`config.mk`:
```
export PLATFORM = sky130hd
export DESIGN_NAME = rgb_pixel_blend_unit_core
export DESIGN_NICKNAME = d
export VERILOG_FILES = /design/src/sv/rpbu_pkg.sv /design/src/sv/rpbu_lane.sv /design/src/sv/rpbu_merge.sv /design/src/sv/rgb_pixel_blend_unit_core.sv
export SDC_FILE = /design/constraint.sdc
export NUM_CORES = 1
export LEC_CHECK = 0
export BUFFER_PORTS_ARGS = -buffer_cell sky130_fd_sc_hd__buf_2
export CAP_MARGIN = 20
export CORE_ASPECT_RATIO = 0.7
export CORE_MARGIN = 4
export CORE_UTILIZATION = 45
export CTS_BUF_LIST = sky130_fd_sc_hd__clkbuf_8
export CTS_CLUSTER_SIZE = 12
export DETAILED_ROUTE_END_ITERATION = 8
export GPL_TIMING_DRIVEN = 1
export REMOVE_ABC_BUFFERS = 1
export SLEW_MARGIN = 20
export SYNTH_ARGS = -nofsm -noshare
export SYNTH_HDL_FRONTEND = slang
export SYNTH_HIERARCHICAL = 1
export SYNTH_SLANG_ARGS = --single-unit
export TNS_END_PERCENT = 5
```
`constraint.sdc`:
```
create_clock -name i_clk -period 20.5 [get_ports i_clk]
set_input_delay 4.1 -clock i_clk [delete_from_list [all_inputs] [get_ports i_clk]]
set_output_delay 4.1 -clock i_clk [all_outputs]
set_load 0.01 [all_outputs]
```
`src/sv/rpbu_pkg.sv`:
```
// Shared types and constants for the RGB pixel blend unit.
`timescale 1ns / 1ps
`default_nettype none

package rpbu_pkg;

    localparam int unsigned CHAN_W   = 8;
    localparam int unsigned NUM_CH   = 3;
    localparam int unsigned CFG_IDX_W = 3;
    localparam int unsigned CFG_DAT_W = 8;

    localparam logic [CHAN_W-1:0] CHAN_MAX = 8'd255;

    // broadcast channel selector codes
    localparam logic [1:0] CH_BLUE  = 2'd0;
    localparam logic [1:0] CH_GREEN = 2'd1;
    localparam logic [1:0] CH_RED   = 2'd2;

    typedef enum logic [2:0] {
        MODE_MULTIPLY  = 3'd0,
        MODE_SUBTRACT  = 3'd1,
        MODE_SCREEN    = 3'd2,
        MODE_OVERLAY   = 3'd3,
        MODE_ADD       = 3'd4,
        MODE_SCALE     = 3'd5,
        MODE_BROADCAST = 3'd6
    } t_mode;

    typedef enum logic [CFG_IDX_W-1:0] {
        REG_MODE         = 3'd0,
        REG_OFFSET       = 3'd1,
        REG_GAIN         = 3'd2,
        REG_CHANNEL_MASK = 3'd3,
        REG_CLEAR_MASK   = 3'd4,
        REG_BCAST_CH     = 3'd5
    } t_reg_idx;

    typedef struct packed {
        logic [CHAN_W-1:0] src_blue;
        logic [CHAN_W-1:0] src_green;
        logic [CHAN_W-1:0] src_red;
        logic [CHAN_W-1:0] base_blue;
        logic [CHAN_W-1:0] base_green;
        logic [CHAN_W-1:0] base_red;
    } t_in_word;

    typedef struct packed {
        logic [CHAN_W-1:0] out_blue;
        logic [CHAN_W-1:0] out_green;
        logic [CHAN_W-1:0] out_red;
    } t_out_word;

    // one pixel as channel array, index 0 blue, 1 green, 2 red
    typedef logic [NUM_CH-1:0][CHAN_W-1:0] t_pix;

    typedef struct packed {
        logic en_s1;
        logic en_s2;
    } t_lane_ctl;

endpackage

`default_nettype wire

```
`src/sv/rpbu_lane.sv`:
```
// One channel lane: shared 8x8 multiplier stage, then rounding and mode select stage.
`timescale 1ns / 1ps
`default_nettype none

module rpbu_lane
    import rpbu_pkg::*;
(
    input  wire logic              i_clk,
    input  wire t_lane_ctl         i_ctl,
    input  wire t_mode             i_mode,
    input  wire logic [CHAN_W-1:0] i_offset,
    input  wire logic [CHAN_W-1:0] i_gain,
    input  wire logic              i_masked,
    input  wire logic [CHAN_W-1:0] i_src,
    input  wire logic [CHAN_W-1:0] i_base,
    output logic      [CHAN_W-1:0] o_res,
    output logic      [CHAN_W-1:0] o_src
);

    // round(n/255) for n <= 65025, as floor((n+127)/255)
    function automatic logic [CHAN_W-1:0] f_div255r(input logic [15:0] n);
        logic [16:0] x;
        logic [24:0] prod;
        logic [7:0]  e;
        logic [16:0] e255;
        logic [16:0] rem;
        begin
            x    = {1'b0, n} + 17'd127;
            prod = {x, 8'b0} + {8'b0, x};
            e    = prod[23:16];
            e255 = {1'b0, e, 8'b0} - {9'b0, e};
            rem  = x - e255;
            f_div255r = (rem >= 17'd255) ? e + 8'd1 : e;
        end
    endfunction

    logic              inv;
    logic [CHAN_W-1:0] ma;
    logic [CHAN_W-1:0] mb;
    logic [15:0]       r_p;
    logic [CHAN_W-1:0] r_s;
    logic [CHAN_W-1:0] r_b;
    logic [16:0]       p2;
    logic [15:0]       n_div;
    logic [CHAN_W-1:0] q;
    logic [CHAN_W:0]   sum;
    logic [CHAN_W-1:0] n_res;
    logic [CHAN_W-1:0] r_res;
    logic [CHAN_W-1:0] r_src2;

    // stage 1: pick multiplier operands; 255-x is the bitwise complement
    always_comb begin
        inv = (i_mode == MODE_SCREEN) || ((i_mode == MODE_OVERLAY) && i_base[7]);
        ma  = inv ? ~i_src : i_src;
        if (i_mode == MODE_SCALE) begin
            mb = i_gain;
        end else begin
            mb = inv ? ~i_base : i_base;
        end
    end

    always_ff @(posedge i_clk) begin
        if (i_ctl.en_s1) begin
            r_p <= {8'b0, ma} * {8'b0, mb};
            r_s <= i_src;
            r_b <= i_base;
        end
    end

    // stage 2: rounding divide and per-mode result
    always_comb begin
        p2 = {r_p, 1'b0};
        if (i_mode == MODE_OVERLAY) begin
            if (r_b[7]) begin
                n_div = 16'(17'd65025 - p2);
            end else begin
                n_div = p2[15:0];
            end
        end else begin
            n_div = r_p;
        end
        q   = f_div255r(n_div);
        sum = {1'b0, r_s} + {1'b0, i_offset};
        case (i_mode)
            MODE_MULTIPLY: n_res = q;
            MODE_SUBTRACT: n_res = (r_s >= r_b) ? r_s - r_b : '0;
            MODE_SCREEN:   n_res = ~q;
            MODE_OVERLAY:  n_res = q;
            MODE_ADD: begin
                if (!i_masked) begin
                    n_res = r_s;
                end else begin
                    n_res = sum[CHAN_W] ? CHAN_MAX : sum[CHAN_W-1:0];
                end
            end
            MODE_SCALE: begin
                if (!i_masked) begin
                    n_res = r_s;
                end else begin
                    n_res = (r_p > 16'(CHAN_MAX)) ? CHAN_MAX : r_p[CHAN_W-1:0];
                end
            end
            default:       n_res = r_s;
        endcase
    end

    always_ff @(posedge i_clk) begin
        if (i_ctl.en_s2) begin
            r_res  <= n_res;
            r_src2 <= r_s;
        end
    end

    assign o_res = r_res;
    assign o_src = r_src2;

endmodule

`default_nettype wire

```
`src/sv/rpbu_merge.sv`:
```
// Merge stage: broadcast select and clear mask over the lanes, output register with skid word.
`timescale 1ns / 1ps
`default_nettype none

module rpbu_merge
    import rpbu_pkg::*;
(
    input  wire logic               i_clk,
    input  wire logic               i_rst_n,
    input  wire t_mode              i_mode,
    input  wire logic [NUM_CH-1:0]  i_clear_mask,
    input  wire logic [1:0]         i_bcast_ch,
    input  wire logic               i_valid,
    input  wire t_pix               i_res,
    input  wire t_pix               i_src,
    output logic                    o_stall,
    output logic                    o_valid,
    input  wire logic               i_stall,
    output t_out_word               o_data
);

    logic [1:0] sel;
    t_pix       pix;
    t_out_word  word;
    logic       out_take;
    logic       in_take;
    logic       r_out_v;
    logic       n_out_v;
    t_out_word  r_out;
    t_out_word  n_out;
    logic       r_skid_v;
    logic       n_skid_v;
    t_out_word  r_skid;
    t_out_word  n_skid;

    always_comb begin
        sel = (i_bcast_ch > CH_RED) ? CH_RED : i_bcast_ch;
        for (int c = 0; c < NUM_CH; c++) begin
            pix[c] = (i_mode == MODE_BROADCAST) ? i_src[sel] : i_res[c];
            if (i_clear_mask[c]) begin
                pix[c] = '0;
            end
        end
        word.out_blue  = pix[0];
        word.out_green = pix[1];
        word.out_red   = pix[2];
    end

    assign out_take = r_out_v && !i_stall;
    assign in_take  = i_valid && !r_skid_v;

    always_comb begin
        n_out_v  = r_out_v;
        n_out    = r_out;
        n_skid_v = r_skid_v;
        n_skid   = r_skid;
        if (r_skid_v) begin
            // drain the skid word once the output moves
            if (out_take) begin
                n_out    = r_skid;
                n_skid_v = 1'b0;
            end
        end else if (in_take) begin
            if (!r_out_v || out_take) begin
                n_out   = word;
                n_out_v = 1'b1;
            end else begin
                n_skid   = word;
                n_skid_v = 1'b1;
            end
        end else if (out_take) begin
            n_out_v = 1'b0;
        end
    end

    always_ff @(posedge i_clk) begin
        if (!i_rst_n) begin
            r_out_v  <= 1'b0;
            r_skid_v <= 1'b0;
        end else begin
            r_out_v  <= n_out_v;
            r_skid_v <= n_skid_v;
        end
        r_out  <= n_out;
        r_skid <= n_skid;
    end

    assign o_stall = r_skid_v;
    assign o_valid = r_out_v;
    assign o_data  = r_out;

endmodule

`default_nettype wire

```
`src/sv/rgb_pixel_blend_unit_core.sv`:
```
// Top level of the RGB pixel blend unit: config registers, three channel lanes, merge stage.
// An accepted input word is registered in lane stage one, lane stage two and the merge output register.
// Throughput: one pixel per cycle while the output is not stalled; the lanes run a 2-stage pipe and the
// merge stage holds an output register plus one skid word, so input stall comes from a register only.
// Reset (synchronous, active low) empties the pipe and sets the config registers to their
// reset values; no clearing pass.
`timescale 1ns / 1ps
`default_nettype none

module rgb_pixel_blend_unit_core
    import rpbu_pkg::*;
(
    input  wire logic                 i_clk,
    input  wire logic                 i_rst_n,
    input  wire logic                 i_cfg_we,
    input  wire logic [CFG_IDX_W-1:0] i_cfg_idx,
    input  wire logic [CFG_DAT_W-1:0] i_cfg_data,
    input  wire logic                 i_valid,
    output logic                      o_stall,
    input  wire t_in_word             i_data,
    output logic                      o_valid,
    input  wire logic                 i_stall,
    output t_out_word                 o_data
);

    t_mode              r_mode;
    logic [CHAN_W-1:0]  r_offset;
    logic [CHAN_W-1:0]  r_gain;
    logic [NUM_CH-1:0]  r_channel_mask;
    logic [NUM_CH-1:0]  r_clear_mask;
    logic [1:0]         r_bcast_ch;

    logic       r_v1;
    logic       n_v1;
    logic       r_v2;
    logic       n_v2;
    logic       rdy1;
    logic       rdy2;
    logic       m_stall;
    t_lane_ctl  lane_ctl;
    t_pix       src;
    t_pix       base;
    t_pix       lane_res;
    t_pix       lane_src;

    always_ff @(posedge i_clk) begin
        if (!i_rst_n) begin
            r_mode         <= MODE_MULTIPLY;
            r_offset       <= '0;
            r_gain         <= 8'd1;
            r_channel_mask <= 3'b111;
            r_clear_mask   <= '0;
            r_bcast_ch     <= CH_BLUE;
        end else if (i_cfg_we) begin
            case (t_reg_idx'(i_cfg_idx))
                REG_MODE:         r_mode         <= t_mode'(i_cfg_data[2:0]);
                REG_OFFSET:       r_offset       <= i_cfg_data;
                REG_GAIN:         r_gain         <= i_cfg_data;
                REG_CHANNEL_MASK: r_channel_mask <= i_cfg_data[NUM_CH-1:0];
                REG_CLEAR_MASK:   r_clear_mask   <= i_cfg_data[NUM_CH-1:0];
                REG_BCAST_CH:     r_bcast_ch     <= i_cfg_data[1:0];
                default: ;
            endcase
        end
    end

    // bubble-collapsing pipe control; a stage loads when it is empty or moves on
    always_comb begin
        rdy2           = !r_v2 || !m_stall;
        rdy1           = !r_v1 || rdy2;
        n_v1           = rdy1 ? i_valid : r_v1;
        n_v2           = rdy2 ? r_v1 : r_v2;
        lane_ctl.en_s1 = rdy1;
        lane_ctl.en_s2 = rdy2;
    end

    always_ff @(posedge i_clk) begin
        if (!i_rst_n) begin
            r_v1 <= 1'b0;
            r_v2 <= 1'b0;
        end else begin
            r_v1 <= n_v1;
            r_v2 <= n_v2;
        end
    end

    assign o_stall = !rdy1;

    assign src[0]  = i_data.src_blue;
    assign src[1]  = i_data.src_green;
    assign src[2]  = i_data.src_red;
    assign base[0] = i_data.base_blue;
    assign base[1] = i_data.base_green;
    assign base[2] = i_data.base_red;

    for (genvar c = 0; c < NUM_CH; c++) begin : g_lane
        rpbu_lane u_lane (
            .i_clk    (i_clk),
            .i_ctl    (lane_ctl),
            .i_mode   (r_mode),
            .i_offset (r_offset),
            .i_gain   (r_gain),
            .i_masked (r_channel_mask[c]),
            .i_src    (src[c]),
            .i_base   (base[c]),
            .o_res    (lane_res[c]),
            .o_src    (lane_src[c])
        );
    end

    rpbu_merge u_merge (
        .i_clk        (i_clk),
        .i_rst_n      (i_rst_n),
        .i_mode       (r_mode),
        .i_clear_mask (r_clear_mask),
        .i_bcast_ch   (r_bcast_ch),
        .i_valid      (r_v2),
        .i_res        (lane_res),
        .i_src        (lane_src),
        .o_stall      (m_stall),
        .o_valid      (o_valid),
        .i_stall      (i_stall),
        .o_data       (o_data)
    );

    // backpressure on the input only ever comes from a held output word
    a_stall_has_word: assert property (@(posedge i_clk) disable iff (!i_rst_n)
        o_stall |-> o_valid)
        else $error("input stalled with no output word held");

    // an accepted word into an empty pipe reaches the output through stage one, stage two and the merge register
    a_latency: assert property (@(posedge i_clk) disable iff (!i_rst_n)
        (i_valid && !o_stall && !r_v1 && !r_v2 && !o_valid) |-> ##3 o_valid)
        else $error("output word missing three cycles after accept");

    // a full skid stalls stage two, which must then hold its word
    a_hold_stage2: assert property (@(posedge i_clk) disable iff (!i_rst_n)
        (r_v2 && m_stall) |=> r_v2)
        else $error("stage two dropped a word while merge was stalled");

endmodule

`default_nettype wire

```
==> flow_metrics.tcl <==
set metrics [dict create \
    hpwl_um 64600 \
    vias_per_cell 5.85 \
    critPathArrivalTime_ns 11.16 \
    die-area_um2 64500 \
    cts_root_buf "clkbuf_8" \
    wl_per_cell_um 20.0 \
    p_leak_nw 12.9 \
    r2r_slack_ns 9.67 \
    clock_sinks 223 \
    synth_area_leader_cell "edfxtp_1" \
    worst_slew_margin_rel_pct 28.4 \
    grt.overflow.total 0 \
    synth_warnings 6 \
    worst-path-max-fanout 50 \
    synth.most_common_cell "inv_1" \
    clk_latency_ns 0.60 \
    timing.max_cap.violations 0 \
    via_count 23400 \
    clockBufferDepth 3 \
    path_depth 33 \
    synth.distinct_cells 132 \
    powerDensity_nw_per_um2 171 \
    slowest_delay_ns 0.85 \
    slowest_stage "a2111oi_2" \
    first_pass_iters 6 \
    syn-instance-count 3119 \
    critPathCaptureType "flop" \
    htree_levels 2 \
    period_needed_ns 10.83 \
    die_h_um 214 \
    initial_core_util_pct 45.4 \
    ys_top_cells_by_area "edfxtp_1 21%, ha_1 13%, fa_1 8.4%" \
    numCtsBuffers 41 \
    place.gp.congestion 0.974 \
    grt_pass1_vias 22100 \
    crit_buf_inv 4 \
    setup_viol 0 \
    cp_data_required_time_ns 20.82 \
    cp-endpoint "g_lane[0].u_lane/o_res[5]" \
    ys_seq_elements 223 \
    worstSetupStartpoint "r_mode[2]" \
    clk_pin_slew_ns 0.06 \
    finalMaxSlewViolations 0 \
    syn-cell-area_um2 27200 \
    nFillCells 5805 \
    setup.worst_path.class "reg -> reg" \
    status "complete, no violations" \
    finalHoldViolations 0 \
    final_net_count 3607 \
    synth_top_area_share_pct 21.2 \
    start_kind "flop" \
    grt_setup_unrepaired "no" \
    dpl.cell_count 3921 \
    drc 0 \
    hold_path_class "reg -> reg" \
    synth_edf_count 192 \
    grt_max_degree 74 \
    min_period_over_period_pct 52.9 \
    grt_pass1_wl_um 126000 \
    antenna_found_initial 2 \
    fin_cells 3998 \
    syn_avg_cell_area_um2 8.72 \
    track_usage_pct 24.4 \
    area_delta_synth_final_pct 7.30 \
    reg2reg_to "g_lane[0].u_lane/o_res[5]" \
    ios 90 \
    drive_gt1_share_pct 9.88 \
    drt_iter0_drc 2383 \
    numPortBuffers 89 \
    path_delay_family "compound AO/OA/AOI/OAI gates" \
    fmax_ghz 0.0923 \
    ys_seq_area_share_pct 23.5 \
    rows 75 \
    synth_flop_cell "edfxtp_1" \
    wirelength_um 80000 \
    cts_tree "yes" \
    ctsHoldBuffers 0 \
    ir_worst_vdd_mv 0.114 \
    tns_ns 0 \
    cts_resized 0 \
    critPathMostFrequentCell "ha_1" \
    r2r-start "r_mode[2]" \
    core_region_area_um2 59900 \
    cts_setup_buffers 0 \
    async_reset_ff_share_pct 0 \
    fin_skew_ns 0.0342 \
    ant_nets 0 \
    tightest_slew_ns 1.06 \
    chipWidth_um 302 \
    synth_common_cells "361 x inv_1, 309 x nor2_1, 273 x ha_1" \
    reg2reg_depth 33 \
]
==> registers in the layout, indices dropped and copies added (netlist names) <==
| register | count |
|---|---|
| g_lane.u_lane/o_src | 24 |
| g_lane.u_lane/r_p | 48 |
| g_lane.u_lane/r_b | 24 |
| g_lane.u_lane/o_res | 24 |
| g_lane.u_lane/r_s | 24 |
| r_gain | 8 |
| u_merge/o_valid | 1 |
| u_merge/o_data | 24 |
| r_v1 | 1 |
| r_channel_mask | 3 |
| u_merge/o_stall | 1 |
| r_clear_mask | 3 |
| u_merge/r_skid | 24 |
| r_offset | 8 |
| r_v2 | 1 |
| r_bcast_ch | 2 |
| r_mode | 3 |
==> metrics by stage <==
step	total power [mW]	instance area [um^2]	util (%)	worst slack, ns	hold slack [ns]
CTS	4.92	29200	48.7	10.0	0.496
detailed placement	4.41	28300	47.2	9.82	0.481
global placement	4.32	28300	47.2	9.99	0.459
finish	4.98	29200	48.8	9.67	0.494
global route	5.43	29200	48.8	9.02	0.545
floorplan	3.55	26700	-	9.79	0.451
==> cells in the final DEF, fill, tap and decap left out, types with 12 or more instances in the layout <==
| master | count |
|---|---|
| dfxtp_1 | 27 |
| nand3b_1 | 13 |
| o31ai_1 | 16 |
| edfxtp_1 | 192 |
| o211ai_1 | 19 |
| xnor2_1 | 130 |
| a31oi_1 | 22 |
| a211o_1 | 13 |
| or3_1 | 27 |
| or2_2 | 36 |
| o221ai_1 | 12 |
| ha_1 | 273 |
| nand2_1 | 197 |
| nor2_1 | 308 |
| inv_1 | 369 |
| a21o_1 | 63 |
| buf_2 | 89 |
| mux2i_1 | 53 |
| a21oi_1 | 190 |
| a32oi_1 | 30 |
| a21boi_0 | 17 |
| nor2b_1 | 38 |
| o41ai_1 | 20 |
| nand2b_1 | 57 |
| nand3_1 | 54 |
| xor2_1 | 98 |
| fa_1 | 114 |
| and3_1 | 20 |
| o21ai_0 | 157 |
| nand4_1 | 22 |
| nor3_1 | 52 |
| clkbuf_8 | 44 |
| buf_4 | 18 |
| o21ai_1 | 14 |
| nor4_1 | 22 |
| o21a_1 | 24 |
| and2_1 | 17 |
==> worst min-delay path, cell delays in order (launching register included) <==
cell	delay (ns)
dfxtp_1	0.32
a21oi_1	0.04
nor2b_1	0.09
==> power breakdown <==
group | switching (mW) | leakage, nW | internal (mW)
registers | 0.136 | 2.24 | 0.653
logic | 2.18 | 10.2 | 1.54
clock network | 0.203 | 0.488 | 0.264
total | 2.52 | 12.9 | 2.46
==> area by class of cell <==
class	count	area [um^2]	area share [%]
Clock inverter	31	274	0.939
Sequential cell	223	6390	21.9
Clock buffer	44	606	2.07
Timing Repair Buffer	107	581	1.99
Inverter	368	1380	4.74
Tap cell	808	1010	3.46
Multi-Input combinational cell	2415	18900	64.9
Antenna cell	2	5.00	0.0171
==> worst min path at each step <==
stage | slack (ns) | from | cells past startpoint | end
after floorplan | 0.45 | r_v1 | 2 | r_v2
after global placement | 0.46 | r_v1 | 2 | r_v2
after detailed placement | 0.48 | r_v1 | 2 | r_v2
after CTS | 0.50 | r_v1 | 2 | r_v2
after global routing | 0.54 | u_merge/r_skid[13] | 2 | u_merge/o_data[13]
final | 0.49 | r_v1 | 2 | r_v2
==> metal layers <==
| layer | part of all wire [%] | vias to the layer above | GRT usage (%) | wire [um] |
|---|---|---|---|---|
| met5 | 0 | - | 0 | 0 |
| met1 | 50 | 11200 | 38.9 | 40100 |
| met3 | 8.2 | 86 | 4.09 | 6560 |
| met2 | 40 | 908 | 34.8 | 32200 |
| li1 | - | 11200 | - | - |
| met4 | 1.4 | 0 | 4.24 | 1100 |
==> logic make-up (layout without fill, tap and decap cells) <==
| logic type | count (synthesis) | count (layout) | synth area share, % |
|---|---|---|---|
| XOR/XNOR | 238 | 238 | 8.10 |
| AND/OR/NAND/NOR | 971 | 971 | 18.5 |
| other | 0 | 2 | 0 |
| buffers and inverters | 481 | 550 | 7.07 |
| AO/OA/AOI/OAI | 750 | 750 | 19.2 |
| flip-flops | 223 | 223 | 23.5 |
| adder cells (fa/ha/maj) | 387 | 387 | 20.9 |
| multiplexers | 69 | 69 | 2.72 |
Power figures use the tool's default switching activity.
